--- config.mk ---
export PLATFORM = sky130hd
export DESIGN_NAME = prm_scan
export DESIGN_NICKNAME = d
export VERILOG_FILES = /design/src/rtl/core/prm_pkg.sv /design/src/rtl/core/prm_scan.sv
export SDC_FILE = /design/constraint.sdc
export NUM_CORES = 1
export LEC_CHECK = 0
export BUFFER_PORTS_ARGS = -buffer_cell sky130_fd_sc_hd__buf_2
export CAP_MARGIN = 20
export CORE_ASPECT_RATIO = 1.1
export CORE_UTILIZATION = 45
export DETAILED_ROUTE_END_ITERATION = 12
export PLACE_DENSITY_LB_ADDON = 0.08
export SKIP_CTS_REPAIR_TIMING = 1
export SLEW_MARGIN = 5
export SYNTH_ARGS = -nofsm -noshare
export SYNTH_HDL_FRONTEND = slang
export SYNTH_SLANG_ARGS = --single-unit
--- constraint.sdc ---
create_clock -name clk_i -period 11.48 [get_ports clk_i]
set_input_delay 0.574 -clock clk_i [delete_from_list [all_inputs] [get_ports clk_i]]
set_output_delay 0.574 -clock clk_i [all_outputs]
set_load 0.01 [all_outputs]
--- src/rtl/core/prm_pkg.sv ---
// Shared types and constants for the phrase run match detector.
package prm_pkg;

  localparam int unsigned CODE_COUNT = 8192;
  localparam int unsigned LETTER_W   = 13;
  localparam int unsigned ADDR_W     = $clog2(CODE_COUNT);
  localparam int unsigned CODE_EXT_W = (ADDR_W > LETTER_W) ? ADDR_W : LETTER_W;
  localparam int unsigned POS_W      = 32;
  localparam int unsigned RUN_W      = 8;
  localparam int unsigned CFG_W      = 32;
  localparam int unsigned IN_DATA_W  = 16;
  localparam int unsigned OUT_DATA_W = 2 * POS_W;

  localparam logic [RUN_W-1:0] MIN_RUN_RST  = RUN_W'(8);
  localparam logic [POS_W-1:0] BASE_POS_RST = POS_W'(1);

  typedef enum logic {
    CMD_LOAD   = 1'b0,
    CMD_LETTER = 1'b1
  } prm_cmd_e;

  typedef enum logic [0:0] {
    REG_MIN_RUN  = 1'b0,
    REG_BASE_POS = 1'b1
  } prm_reg_e;

  typedef struct packed {
    logic             wr;
    prm_reg_e         idx;
    logic [CFG_W-1:0] data;
  } prm_cfg_t;

  typedef struct packed {
    logic letter;
    logic pend;
    logic in_range;
  } prm_item_t;

endpackage

--- src/rtl/core/prm_scan.sv ---
// Run counter, match capture, config registers and result register.
module prm_scan (
  input  logic                      clk_i,
  input  logic                      rst_ni,
  input  logic                      accept_i,
  input  prm_pkg::prm_item_t        item_i,
  input  logic                      hit_i,
  input  prm_pkg::prm_cfg_t         cfg_i,
  input  logic                      out_ready_i,
  output logic                      ready_o,
  output logic                      out_valid_o,
  output logic [prm_pkg::POS_W-1:0] match_start_o,
  output logic [prm_pkg::POS_W-1:0] match_end_o
);
  import prm_pkg::*;

  logic             s1_valid_q, s1_valid_d;
  prm_item_t        s1_item_q;
  logic [POS_W-1:0] pos_q, pos_d;
  logic [RUN_W-1:0] run_q, run_d;
  logic [POS_W-1:0] start_q, start_d;
  logic             started_q, started_d;
  logic             done_q, done_d;
  logic [RUN_W-1:0] min_run_q, min_run_d;
  logic             out_valid_q, out_valid_d;
  logic [POS_W-1:0] out_start_q, out_start_d;
  logic [POS_W-1:0] out_end_q, out_end_d;

  logic             out_free;
  logic             advance;
  logic [RUN_W-1:0] trig;
  logic [RUN_W-1:0] run_new;
  logic [POS_W-1:0] cfg_pos;

  assign out_free = !out_valid_q || out_ready_i;
  assign advance  = s1_valid_q && out_free;
  assign ready_o  = !s1_valid_q || out_free;
  assign trig     = min_run_q - RUN_W'(1);
  assign run_new  = (hit_i && s1_item_q.in_range) ? run_q + RUN_W'(1) : '0;
  assign cfg_pos  = (cfg_i.data == '0) ? POS_W'(1) : cfg_i.data;

  always_comb begin
    s1_valid_d  = accept_i ? 1'b1 : (advance ? 1'b0 : s1_valid_q);
    pos_d       = pos_q;
    run_d       = run_q;
    start_d     = start_q;
    started_d   = started_q;
    done_d      = done_q;
    min_run_d   = min_run_q;
    out_valid_d = out_valid_q && !out_ready_i;
    out_start_d = out_start_q;
    out_end_d   = out_end_q;

    if (advance && s1_item_q.letter) begin
      pos_d = pos_q + POS_W'(1);
      if (s1_item_q.pend) begin
        run_d     = '0;
        start_d   = '0;
        started_d = 1'b0;
        done_d    = 1'b0;
      end else if (!done_q) begin
        run_d = run_new;
        if (run_new == trig) begin
          // start = here - trig + 1
          start_d   = pos_q + POS_W'(1) - POS_W'(trig);
          started_d = 1'b1;
        end
        if (started_d && run_new == '0) begin
          out_valid_d = 1'b1;
          out_start_d = start_d;
          out_end_d   = pos_q;
          done_d      = 1'b1;
        end
      end
    end

    if (cfg_i.wr) begin
      unique case (cfg_i.idx)
        REG_MIN_RUN:  min_run_d = cfg_i.data[RUN_W-1:0];
        REG_BASE_POS: pos_d = cfg_pos;
        default:      min_run_d = min_run_q;
      endcase
    end
  end

  always_ff @(posedge clk_i or negedge rst_ni) begin
    if (!rst_ni) begin
      s1_valid_q  <= 1'b0;
      pos_q       <= BASE_POS_RST;
      run_q       <= '0;
      start_q     <= '0;
      started_q   <= 1'b0;
      done_q      <= 1'b0;
      min_run_q   <= MIN_RUN_RST;
      out_valid_q <= 1'b0;
    end else begin
      s1_valid_q  <= s1_valid_d;
      pos_q       <= pos_d;
      run_q       <= run_d;
      start_q     <= start_d;
      started_q   <= started_d;
      done_q      <= done_d;
      min_run_q   <= min_run_d;
      out_valid_q <= out_valid_d;
    end
  end

  always_ff @(posedge clk_i) begin
    if (accept_i) begin
      s1_item_q <= item_i;
    end
    out_start_q <= out_start_d;
    out_end_q   <= out_end_d;
  end

  assign out_valid_o   = out_valid_q;
  assign match_start_o = out_start_q;
  assign match_end_o   = out_end_q;

endmodule

Word-level counts from Yosys, hierarchy flattened
Index checks and enable logic that the tools add are counted.
{ "word_totals": {"regBits": 151, "latchBits": 0, "ramBits": 0, "rom_bits": 0, "output_inout_bits": 66, "n_memories": 0} }
{ "op_classes": {"addsub": 4, "mul": 0, "div_mod_pow": 0, "magnitude_cmp": 0, "n_eq_ne": 2, "shift": 0, "muxes": 25, "bitwise_logic": 3, "n_reduce_logical": 16} }
{ "ops": {"columns": ["op", "n"], "rows": [
  ["$mux W32", 7],
  ["$add A32 B1 Y32 const B", 1],
  ["$logic_not A32 Y1", 1],
  ["$sub A32 B8 Y32", 1],
  ["$mux W8", 3],
  ["$mux W1", 15],
  ["$add A8 B1 Y8 const B", 1],
  ["$eq A8 B8 Y1", 1],
  ["$logic_not A8 Y1", 1],
  ["$sub A8 B1 Y8 const B", 1],
  ["$logic_and A1 B1 Y1", 5],
  ["$reduce_and A2 Y1", 2],
  ["$reduce_and A4 Y1", 1],
  ["$logic_not A1 Y1", 3],
  ["$not A1 Y1", 3],
  ["$logic_or A1 B1 Y1", 2],
  ["$ne A2 B2 Y1 const B", 1],
  ["$reduce_bool A2 Y1", 1]
]} }

Longest topological paths before layout
Gate-level depths: netlist of run 1.
{ "logic_depth": {"ltp_word": 12, "depth_mapped": 16, "depth_no_buf": 15} }

Worst setup path after synthesis of run 1
No wires, ideal clock.
{ "synth_path": {"path_type": "reg-to-reg", "from": "register min_run_q[0]", "to": "register out_end_q[0], in the netlist match_end_o[0], enable pin", "setup_ns": 0.565, "arrival_time_ns": 6.776, "t_required_ns": 10.915, "slack_ns": 4.139, "stages_incl_launch_ff": 12, "path_buffers": 1, "synth_period_minus_slack_ns": 7.341, "path_cell_list": "dfrtp_1 inv_1 ha_1 nor3b_1 nand2_1 xnor2_1 nor4_1 a311oi_2 or2_2 clkbuf_1 a211o_1 nor3_1"} }
{ "synth_via": {"elab_chain_len": 8} }
{ "synth_lines": {"columns": ["element", "line", "text"], "rows": [
  ["from (decl)", "prm_scan.sv:24", "logic [RUN_W-1:0] min_run_q, min_run_d;"],
  ["from (signal assigned)", "prm_scan.sv:103", "min_run_q <= min_run_d;"],
  ["$sub A8 B1 Y8", "prm_scan.sv:38", "assign trig = min_run_q - RUN_W'(1);"],
  ["$eq A8 B8 Y1", "prm_scan.sv:63", "if (run_new == trig) begin"],
  ["$mux W1", "prm_scan.sv:63", null],
  ["$mux W1", "prm_scan.sv:61", "end else if (!done_q) begin"],
  ["$mux W1", "prm_scan.sv:56", "if (s1_item_q.pend) begin"],
  ["$mux W1", "prm_scan.sv:54", "if (advance && s1_item_q.letter) begin"],
  ["$logic_and A1 B1 Y1", "prm_scan.sv:68", "if (started_d && run_new == '0) begin"],
  ["$reduce_and A4 Y1 (no source line)", null, null],
  ["to (signal assigned)", "prm_scan.sv:113", "out_end_q <= out_end_d;"],
  ["to (decl)", "prm_scan.sv:27", "logic [POS_W-1:0] out_end_q, out_end_d;"]
]} }
Every way passes these cells. The select of a mux whose other input is x is not followed.
A chain may end at the register's enable or synchronous reset.

Final worst setup path of run 1
{ "layout_path": {"from": "register min_run_q[0]", "to": "register out_start_q[27], in the netlist match_start_o[27] (data pin)"} }
{ "layout_via": {"elab_chain_len": 3, "word_cells_on_any_way": 4, "cone_classes": "add/sub: 2; eq/ne: 1; mux: 1"} }
{ "layout_lines": {"columns": ["element", "line", "text"], "rows": [
  ["$sub A8 B1 Y8 (*)", "prm_scan.sv:38", null],
  ["$sub A32 B8 Y32 or $eq A8 B8 Y1 (tied branches)", "prm_scan.sv:65, prm_scan.sv:63", null],
  ["$mux W32 (*)", "prm_scan.sv:63", null],
  ["to (signal assigned)", "prm_scan.sv:112", "out_start_q <= out_start_d;"],
  ["to (decl)", "prm_scan.sv:26", "logic [POS_W-1:0] out_start_q, out_start_d;"]
]} }
Every way passes the cells marked *; elsewhere a longest branch is shown, timed or not.

==> results of run 1 <==
[cells in the mapped netlist, drive strengths merged (8+ instances only)]
master and instances:
nor2 48, nor3 19, nor4 21, clkbuf 33
xor2 38, and3 8, nand4 23, dfrtp 82
and4 9, mux2 30, and2 11, a31oi 8
ha 11, buf 21, nand2 82, a21oi 11
nand3 23, xnor2 57, a22o 30, edfxtp 67
or3 8, o21ai 59, inv 16
[layout make-up]
class | instances | area (um2) | share of cell area (%)
Timing Repair Buffer | 117 | 610.6 | 6.378
Sequential cell | 151 | 4116 | 43.00
Tap cell | 238 | 297.8 | 3.111
Clock inverter | 11 | 122.6 | 1.281
Multi-Input combinational cell | 570 | 3905 | 40.79
Clock buffer | 21 | 460.4 | 4.810
Inverter | 16 | 60.06 | 0.6274
[layer usage]
metal,track usage [%],vias up
met2,43.72,144
met4,9.364,0
met5,0,-
met1,25.75,3207
met3,3.785,32
li1,-,3039
[where the power goes]
part / internal [uW] / total (uW) / switching, uW
combinational: 118 / 288 / 171
clock: 332 / 554 / 222
sequential: 592 / 645 / 52.6
[cell usage in the layout (no fill, tap or decap), drive strengths merged, types with 30 or more instances in the layout]
cell	synthesis	final
buf	21	117
nand2	82	82
dfrtp	82	82
edfxtp	67	67
o21ai	59	59
xnor2	57	57
nor2	48	48
xor2	38	38
a22o	30	30
mux2	30	30
[logic make-up after synthesis]
family | after synthesis
buffers and inverters | 70
adder cells (fa/ha/maj) | 12
multiplexers | 34
AO/OA/AOI/OAI | 152
XOR/XNOR | 95
flip-flops | 151
AND/OR/NAND/NOR | 277
[worst reg2reg max path, delay by kind of cell, from the launching register on]
| family | cells | cell delay (ps) |
|---|---|---|
| xor+xnor | 1 | 240 |
| buf+inv | 2 | 240 |
| simple gates | 6 | 1910 |
| fa+ha+maj | 2 | 550 |
| mux | 1 | 280 |
| compound gates | 3 | 560 |
| flops | 1 | 430 |
[through the flow]
stage                     setup slack (ps)  std cells
after floorplan                       4139        791
after global placement                7219       1091
after detailed placement              7038       1091
after CTS                             7029       1123
after global routing                  6680       1124
final                                 7021       1124
[state kept, by name, indices dropped and copies added (netlist names)]
signal and cells:
done_q 1, match_end_o 32, match_start_o 32, min_run_q 8
out_valid_o 1, pos_q 32, run_q 8, s1_item_q 3
s1_valid_q 1, start_q 32, started_q 1
[worst max-delay path by stage]
stage                 startpoint                end  slack, ps
global placement    min_run_q[0]  match_start_o[27]       7220
detailed placement  min_run_q[0]  match_start_o[27]       7040
CTS                 min_run_q[0]  match_start_o[27]       7030
finish              min_run_q[0]  match_start_o[27]       7020
floorplan           min_run_q[0]     match_end_o[0]       4140
global route        min_run_q[0]  match_start_o[29]       6680
==> impl.org, run 1 <==
** Power and ir drop
- Power Total :: between 1000 and 1500 uW
- IR analysis of the VDD net gives a maximum drop of 0.1048 mV.
- Cell Pwr Density :: 155.4 mW/mm2
- The analysis attributes to cell leakage a power of ~0.0036 uW.

** Yosys
- Counting every instance in the synthesized netlist gives 791.
- The top cell type by area accounts for 24.69% of the synthesized area.
- The share of the Yosys chip area taken by registers is approximately 50%.
- Counting every net in the synthesized netlist gives 845.
- The synthesized design contains 67 enable-type register cells.
- Cell type contributing the most total cell area after synthesis :: dfrtp_1
- Measured against the total synthesized area, the mux share comes to about 4.5%.
- The synthesized netlist devotes 17.69% of its cell area to simple gates.
- Yosys warns :: 0
- By area the synthesized netlist is led by dfrtp_1, edfxtp_1, xnor2_1, mux2_2, xor2_1.
- Among all flip-flop cells after synthesis, the most frequent one is dfrtp_1.
- Synthesized-area fraction occupied by xor and xnor cells :: 10.10%
- By area, the combinational part of the netlist is dominated by simple AND/OR/NAND/NOR gates.
- Share of the synthesized area in compound gates (AO/OA/AOI/OAI) :: about an eighth
- In this run, synthesis produced a sequential element count of 151.
- The average instance in the mapped netlist occupies 10.51 um2.
- Counting flops with an async set or reset pin after synthesis yields a share of about 56%.
- The synthesized netlist occupies a cell area of approximately 0.0083 mm2.
- After Yosys synthesis, full adders, half adders and majority gates account for 1.897% of the synthesized area.
- Number of distinct library cells after synthesis :: 66

** Global routing
- First-pass GRT wire length :: 33.93 mm
- The number of global-route vias before repair is about 6500.
- Global routing consumed, over all layers together, 23.06% of the routing resources.
- Remaining global-route overflow :: 0
- Maximum number of pins on one net before global-route repair :: 49
- Initial antenna violation count :: 0

** Worst setup path
- The critical path in this run is classified as reg2reg.
- For the worst setup path, the data arrival time is 4630 ps.
- In this run the register-to-register setup slack is 7020 ps.
- The critical path runs through a total of 15 cells.
- CP max-delay cell :: or3_1
- The kind of cell with the highest combined delay along the critical path is simple AND/OR/NAND/NOR gates.
- STA classifies the critical path startpoint as a register.
- Type of destination of the critical path :: register
- Worst-path cell chain :: inv_1, ha_1, nor3b_1, nand2_1, xnor2_1, inv_1, ha_1, a21o_1, or3_1, o211ai_1, nand4b_1, or3_1, nor4_1, o32ai_1, mux2_2
- Counting both buffers and inverters, the worst setup path holds a total of 2.
- Data on the critical path is required at its endpoint by 11650 ps.
- Crit Reg-Reg Startpoint :: min_run_q[0]
- The worst register-to-register path ends at match_start_o[27].
- Largest stage delay, worst path :: 570 ps
- Path depth of the worst reg2reg path :: 15
- Along the worst path, the maximum fanout reaches 9.

** Min path
- The tightest min-delay check is of the in2async type.

** Layout
- The filler cells instantiated in the layout total about 1600.
- Design area :: about 0.0096 mm2
- The final layout contains about 930 nets.
- Compared with the post-synthesis result, the final layout area differs by 15.19%.
- Cells fill about 54% of the core in the end.
- Antenna diodes :: 0
- Of the cells placed in the final design, the portion with a size suffix greater than 1 is 22.01%.

** Status
- The run finished with clean final reports.

** Routing
- The pre-antenna-repair detailed-routing pass consisted of 5 iterations.
- After detailed routing, no signal wire sits above met4.
- Drt first-iter violations :: 296
- Wire segments on met3 add up to 632 um in the final route.
- Met2 routed WL :: 11.36 mm
- WL met1 :: around 8.5 mm
- Post-route DRC violation count :: 0
- Total via count in the routed design :: approximately 6400
- Count of nets left with antenna violations after detail routing :: 0
- Dividing the detail-routed wire length by the instance count gives around 19 um.
- Routed WL :: roughly 21 mm
- In the routed layout, each cell is associated on average with a via count of about 5.7.

** Die
- After floorplanning, the core was divided into 51 placement rows.
- For this design the top-level I/O count stands at around 110.
- Die area :: 0.01902 mm2
- Core Region :: 0.01787 mm2
- Measured along the y axis, the die boundary spans 144.5 um.
- Effective utilization at floorplan :: 46.51%
- The floorplan step set the die width to roughly 130 um.

** STA
- Final Hold Viols :: 0
- Setup repair after global routing missed its margin :: false
- For this run, the top clock speed supported by timing is around 0.22 GHz.
- Hold timing on the final database bottoms out at a slack of 138.5 ps.
- Setup violations remaining at the end of the flow were counted as 0.
- Share of the clock period used by the worst path :: between 30% and 40%
- The worst pin sits at a relative slew slack of between 40% and 50%.
- Final worst path period need :: 4460 ps
- Setup TNS :: 0 ps
- Transition time at the pin with the least slew margin :: around 810 ps
- For the final database, setup skew stands at 9.259 ps.
- Number of pins exceeding their max-slew limit in the final report :: 0

** Placement
- Input and output buffers added on the ports amount to 107.
- Placer Congestion :: around 0.84
- Final HPWL DP :: 15.72 mm
- After detailed placement, the total cell area comes to 0.008985 mm2.

** Clocking
- Clock tree synthesis selected as its root buffer the cell clkbuf_16.
- Clock buffer depth :: 2
- Buffers inserted during clock tree synthesis total 17.
- TritonCTS built the clock tree.
- Clk slew on worst S/H paths :: 60 ps
- The later pin in the worst-skew pair is clocked with a latency of 420 ps.
- CTS built an H-tree with a depth of 4.
- CTS saw approximately 150 sinks.

** Run
- Max-capacitance violation count :: 0
No activity file was read; power rests on OpenSTA's default activity.
==> inputs of run 2 (changes only) <==
==> constraint.sdc (replaced) <==
create_clock -name clk_i -period 4.3 [get_ports clk_i]
set_input_delay 0.215 -clock clk_i [delete_from_list [all_inputs] [get_ports clk_i]]
set_output_delay 0.215 -clock clk_i [all_outputs]
set_load 0.01 [all_outputs]
==> impl.org, run 2 (synthesis results as in run 1) <==
** Global routing
- The initial antenna violation count is 0.
- The first global-routing pass estimated 34.18 mm of wire.
- Entering global routing, the biggest net connects 53 pins.
- Via count of the first global-routing pass :: 6729
- Global routing used between 20 and 25% of the available tracks across all layers.
- Remaining global-route overflow :: 0

** Layout
- In the final layout, the multi-input gates occupy about 0.0040 mm2.
- Counting the fill cells in the layout gives 1655.
- In the final design database the tool counted 942 nets.
- The finished cells cover ~0.0097 mm2.
- The repair_antennas step left the layout with diodes totalling 0.
- Leaving out fill and tap cells, the most frequent cell in the layout is buf_2.
- Area of all sequential standard cells :: around 0.0041 mm2
- Fraction of final layout cells sized beyond drive strength 1 :: 24.20%
- Leaving out fill and tap cells, the most frequent cells in the layout are buf_2, nand2_1, dfrtp_1.
- Area overhead of the layout relative to synthesis :: 16.91%

** Clocking
- H-tree Lvls :: 4
- Clock insertion delay at the later pin of the skew report :: 430 ps
- After clock tree synthesis, the clock-pin slew on the worst setup and hold paths is approximately 60 ps.
- The root buffer cell chosen for the clock tree is clkbuf_16.
- Clock buffer depth :: 2
- CTS saw 151 sinks.
- Number of buffers added by the clock tree synthesis step :: 17
- Clock tree from TritonCTS :: built

** Power and ir drop
- In this run the power density over the cells is 403.0 mW/mm2.
- Cell-internal power :: 2683 uW
- In this run, flip-flops and latches consume 44.1% of the power.
- IR analysis of the VDD net gives a maximum drop of 0.2893 mV.
- In this run, the clock network consumes 35.7% of the power.
- Relative contribution of combinational cells to total power :: roughly a fifth
- Net switching power figure :: around 1200 uW
- Summed over all cells, the static leakage comes to ~0.0037 uW.
- Proportion of total power due to net switching :: 31.46%

** STA
- Setup TNS :: 0 ps
- Transition time at the pin with the least slew margin :: 836.1 ps
- The worst path uses between 90% and 100% of the clock period.
- Setup clock skew after layout :: 8.905 ps
- Setup repair after global routing missed its margin :: false
- Number of pins exceeding their max-slew limit in the final report :: 0
- Setup violations remaining at the end of the flow were counted as 0.
- The worst pin sits at a relative slew slack of 44.20%.
- The number of endpoints with negative hold slack in the final report was 0.
- Top achievable clock speed :: about 0.25 GHz
- Final worst path period need :: approximately 4000 ps

** Die
- Die outline width :: 131.6 um
- Effective utilization at floorplan :: between 40% and 50%
- Count of pins on the block boundary :: ~110
- In this run the vertical extent of the chip is 144.5 um.
- After floorplanning, the core was divided into 51 placement rows.
- After floorplanning, the core was sized to cover 0.01787 mm2.
- Die area :: 0.01902 mm2

** Worst setup path
- STA classifies the critical path startpoint as a register.
- The worst setup path is captured at a register.
- Largest driver fanout on the critical path :: 9
- Critical setup path kind :: reg2reg
- Data required, critical path :: 4480 ps
- Arrival time at the worst endpoint :: 4160 ps

** Placement
- IO Port Bufs :: 107
- Final HPWL DP :: between 15 and 20 mm
- Total placed instance area :: between 0.009 and 0.01 mm2
- The congestion estimate from routability-driven global placement came to around 0.86.

** Routing
- For this block, the initial DRC count from the detailed router was between 200 and 300.
- The count of nets left with antenna violations once routing finished came out at 0.
- The first detailed-routing pass ran for 4 iterations.
- After detailed routing, the number of remaining DRC violations is 0.
- Using the TritonRoute via totals, the vias-per-cell ratio works out to 5.660.
- The routed layout has 6447 vias.
- Wires add up to 20.95 mm.
- Routed length per instance :: 18.39 um

** Run
- The tool flagged a number of max-cap violations equal to 0.

** Min path
- The tightest min-delay check is of the in2reg type.

** Status
- Run status :: complete, no violations
[run 2: cell count changes in the layout (fill, tap and decap cells not counted), moves of 2 or more]
| cell | delta |
|---|---|
| bufinv_16 | -2 |
| buf_4 | +12 |
| clkinvlp_4 | +3 |
| clkinv_1 | -3 |
| clkbuf_1 | -2 |
| inv_6 | +4 |
| dlygate4sd3_1 | +4 |
| ha_1 | -2 |
[run 2: cell type report]
class,count,share of cell area (%)
Timing Repair Buffer,132,7.572
Multi-Input combinational cell,570,40.66
Sequential cell,151,42.37
Tap cell,238,3.065
Inverter,16,0.6182
Clock buffer,18,4.520
Clock inverter,14,1.198
[run 2: metal layers]
layer | GRT usage (%) | wire, um | vias up
li1 | - | - | 3068
met1 | 25.31 | 8613 | 3211
met2 | 44.53 | 11200 | 134
met3 | 4.101 | 626 | 34
met4 | 9.119 | 509 | 0
met5 | 0 | 0 | -
[run 2: through the flow]
step | setup WS, ps | cells | hold WS, ps | utilization (%) | power (uW)
CTS | 196.0 | 1135 | -271.5 | 54.12 | 3948
global placement | 301.2 | 1103 | 181.3 | 51.02 | 2516
global route | 127.2 | 1139 | 7.668 | 54.38 | 4101
finish | 317.3 | 1139 | 2.873 | 54.38 | 3915
floorplan | 13.87 | 791 | -80.59 | - | 2278
detailed placement | 198.9 | 1103 | 189.0 | 51.02 | 2542
[run 2: worst paths after layout]
kind	startpoint	end	slack (ps)	cells past startpoint
setup / recovery	pos_q[0]	match_start_o[27]	320	13
hold / removal	cfg_i[0]	pos_q[0]	3	3
min in group asynchronous	rst_ni	pos_q[22]	270	2
setup reg to reg	pos_q[0]	match_start_o[27]	320	13
hold reg to reg	start_q[10]	start_q[10]	500	1
max in group asynchronous	rst_ni	start_q[9]	2980	3
[run 2: critical path, cell delays in order, from the launching register on]
cell and delay [ps]:
dfstp_2 580, ha_1 260, and4_1 250, nand2_1 90
xnor2_1 160, ha_1 370, a21o_1 190, or3_1 320
o211ai_1 210, nand4b_1 170, or3_4 430, nor4_1 260
o32ai_1 150, mux2_2 280
[run 2: power by group through the flow]
| stage | registers, uW | logic [uW] | clock network, uW |
|---|---|---|---|
| floorplan | 1660 | 621 | 0 |
| global placement | 1750 | 769 | 0 |
| detailed placement | 1750 | 791 | 0 |
| CTS | 1720 | 795 | 1430 |
| global route | 1740 | 870 | 1490 |
| finish | 1720 | 794 | 1400 |
==> inputs of run 3 (changes only) <==
--- a/config.mk
+++ b/config.mk
@@ -11,6 +11,7 @@
 export CORE_UTILIZATION = 45
 export DETAILED_ROUTE_END_ITERATION = 12
 export PLACE_DENSITY_LB_ADDON = 0.08
+export RECOVER_POWER = 50
 export SKIP_CTS_REPAIR_TIMING = 1
 export SLEW_MARGIN = 5
 export SYNTH_ARGS = -nofsm -noshare
==> impl.org, run 3 (synthesis results as in run 1) <==
** Die
- Effective utilization at floorplan :: 46.51%
- The die is 131.6 um wide.
- The die is approximately 140 um tall.
- Die area :: between 0.015 and 0.02 mm2
- The core region is ~0.018 mm2.
- Count of pins on the block boundary :: 108
- Row count :: 51

** Routing
- Routed length per instance :: 18.44 um
- The highest metal layer carrying signal wires in the routed design is met4.
- Routed WL :: 21.00 mm
- Met2 routed WL :: 11.27 mm
- Iteration count of the initial detailed-routing pass :: 5
- After detailed routing, the number of vias per cell comes to about 5.7.
- Count of nets left with antenna violations after detail routing :: 0
- For this block, wires on met1 add up to 8.564 mm.
- Drt first-iter violations :: 295
- Met3 wire length :: 671 um
- For this run, design rule violations remaining after detail routing come to 0.
- Total via count in the routed design :: between 6000 and 7000

** STA
- The worst path uses slightly above 90% of the clock period.
- For the final routed database, the setup TNS stands at 0 ps.
- Clock skew on the completed layout was measured at 9.820 ps.
- The number of endpoints with negative hold slack in the final report was 0.
- Worst relative slew slack :: -19.92%
- Number of pins exceeding their max-slew limit in the final report :: 34
- Setup violations remaining at the end of the flow were counted as 0.
- Top achievable clock speed :: 0.2497 GHz
- The routed design could run at a clock period as short as approximately 4000 ps.
- Final setup margin :: 295.0 ps
- For the pin with the worst max-slew slack, the measured transition is 1799 ps.
- The tightest hold path in the finished design has a slack of 5.917 ps.
- Setup repair after global routing left no endpoint under its margin.

** Worst setup path
- STA classifies the critical path startpoint as a register.
- Largest driver fanout on the critical path :: 9
- Traced cell by cell, the critical path runs through inv_1, ha_4, nor3b_2, nand2_1, xnor2_2, inv_1, ha_1, a21o_1, or3_1, o211ai_1, nand4b_1, or3_4, nor4_1, o32ai_1, mux2_2.
- Arrival time at the worst endpoint :: 4180 ps
- The slowest stage of the critical path belongs to the cell dfrtp_1.
- Data required, critical path :: 4480 ps
- Across all register-to-register paths, the minimum setup slack is slightly below 300 ps.
- Type of destination of the critical path :: register
- For this run, the slowest stage of the critical path takes approximately 440 ps.
- The cell that appears most often on the critical path is inv_1.
- Critical setup path kind :: reg2reg

** Power and ir drop
- The worst-case IR drop observed on VDD is 0.2893 mV.
- Cell Pwr Density :: 406.9 mW/mm2
- Reported leakage power :: 0.003550 uW

** Layout
- Cells fill 53.85% of the core in the end.
- Fill cell instance count of the final layout :: roughly 1700
- Area overhead of the layout relative to synthesis :: 15.78%
- In the layout the commonest cells are nand2_1, dfrtp_1, clkbuf_1.
- Antenna diodes :: 0
- In the final design database the tool counted 942 nets.
- The post-route netlist has 16.43% of its cells at a drive strength greater than 1.

** Global routing
- Initial antenna violation count :: 0
- Via count of the first global-routing pass :: 6729
- Remaining global-route overflow :: 0
- Entering global routing, the biggest net connects 53 pins.
- The first global-routing pass estimated approximately 34 mm of wire.
- Overall global routing resource usage :: 23.17%

** Min path
- The min-delay analysis places its worst path in the category in2reg.

** Clocking
- The clock passes through at most 2 buffers.
- The clock reaches the later pin of the worst-skew pair after approximately 430 ps.
- Clk slew on worst S/H paths :: 60 ps
- For this design, the sink count on the clock tree is 151.
- TritonCTS built the clock tree.
- Number of buffers added by the clock tree synthesis step :: 17
- H-tree Lvls :: 4
- The cell sitting at the root of the clock tree is a clkbuf_16.

** Placement
- Final HPWL DP :: approximately 16 mm
- Pre-CTS setup slack :: between 150 and 200 ps
- Placer Congestion :: 0.8612
- IO Port Bufs :: 107

** Status
- Run status :: complete, but fails checks
- Failing checks :: capacitance limit, slew limit

** Run
- Max-capacitance violation count :: 1
[run 3: cell count changes in the layout (fill, tap and decap cells not counted)]
cell and change:
buf_2 -67, buf_4 -3, clkbuf_1 +69, clkbuf_2 +1, inv_1 +1, inv_2 -1
[run 3: area by class of cell]
class	count	area [um2]	area share (%)
well taps	238	297.8	3.095
flip-flops and latches	151	4116	42.78
clock buffers	18	439.2	4.564
inverters	16	60.06	0.6242
multi-input cells	570	3950	41.05
repair buffers	132	641.9	6.671
clock inverters	14	116.4	1.209
[run 3: report_power, final]
part	internal, uW	switching (uW)
Clock	767	631
Combinational	333	459
Sequential	1580	144
[run 3: worst paths after layout]
check                              from           endpoint  depth (start not counted)
hold / removal                 cfg_i[0]           pos_q[0]                          3
setup reg to reg           min_run_q[0]  match_start_o[27]                         15
hold reg to reg              start_q[2]         start_q[2]                          2
max in group asynchronous        rst_ni        start_q[12]                          3
setup / recovery           min_run_q[0]  match_start_o[27]                         15
min in group asynchronous        rst_ni          pos_q[22]                          2
[run 3: layer usage]
metal  track usage, %  up-vias
li1                 -     3063
met1            25.31     3200
met2            44.53      161
met3            4.101       35
met4            9.119        0
met5                0        -
[run 3: metrics by stage]
stage | area [um2] | power, uW | cells
floorplan | 8358 | 2278 | 791
global placement | 9115 | 2516 | 1103
detailed placement | 9115 | 2542 | 1103
CTS | 9671 | 3948 | 1135
global route | 9622 | 4099 | 1139
finish | 9622 | 3915 | 1139
[run 3: critical path, delay by kind of cell, from the launching register on]
| family | cells | cell delay [ps] |
|---|---|---|
| simple gates | 6 | 1520 |
| compound gates | 3 | 550 |
| fa+ha+maj | 2 | 510 |
| flops | 1 | 440 |
| mux | 1 | 280 |
| buf+inv | 2 | 250 |
| xor+xnor | 1 | 200 |
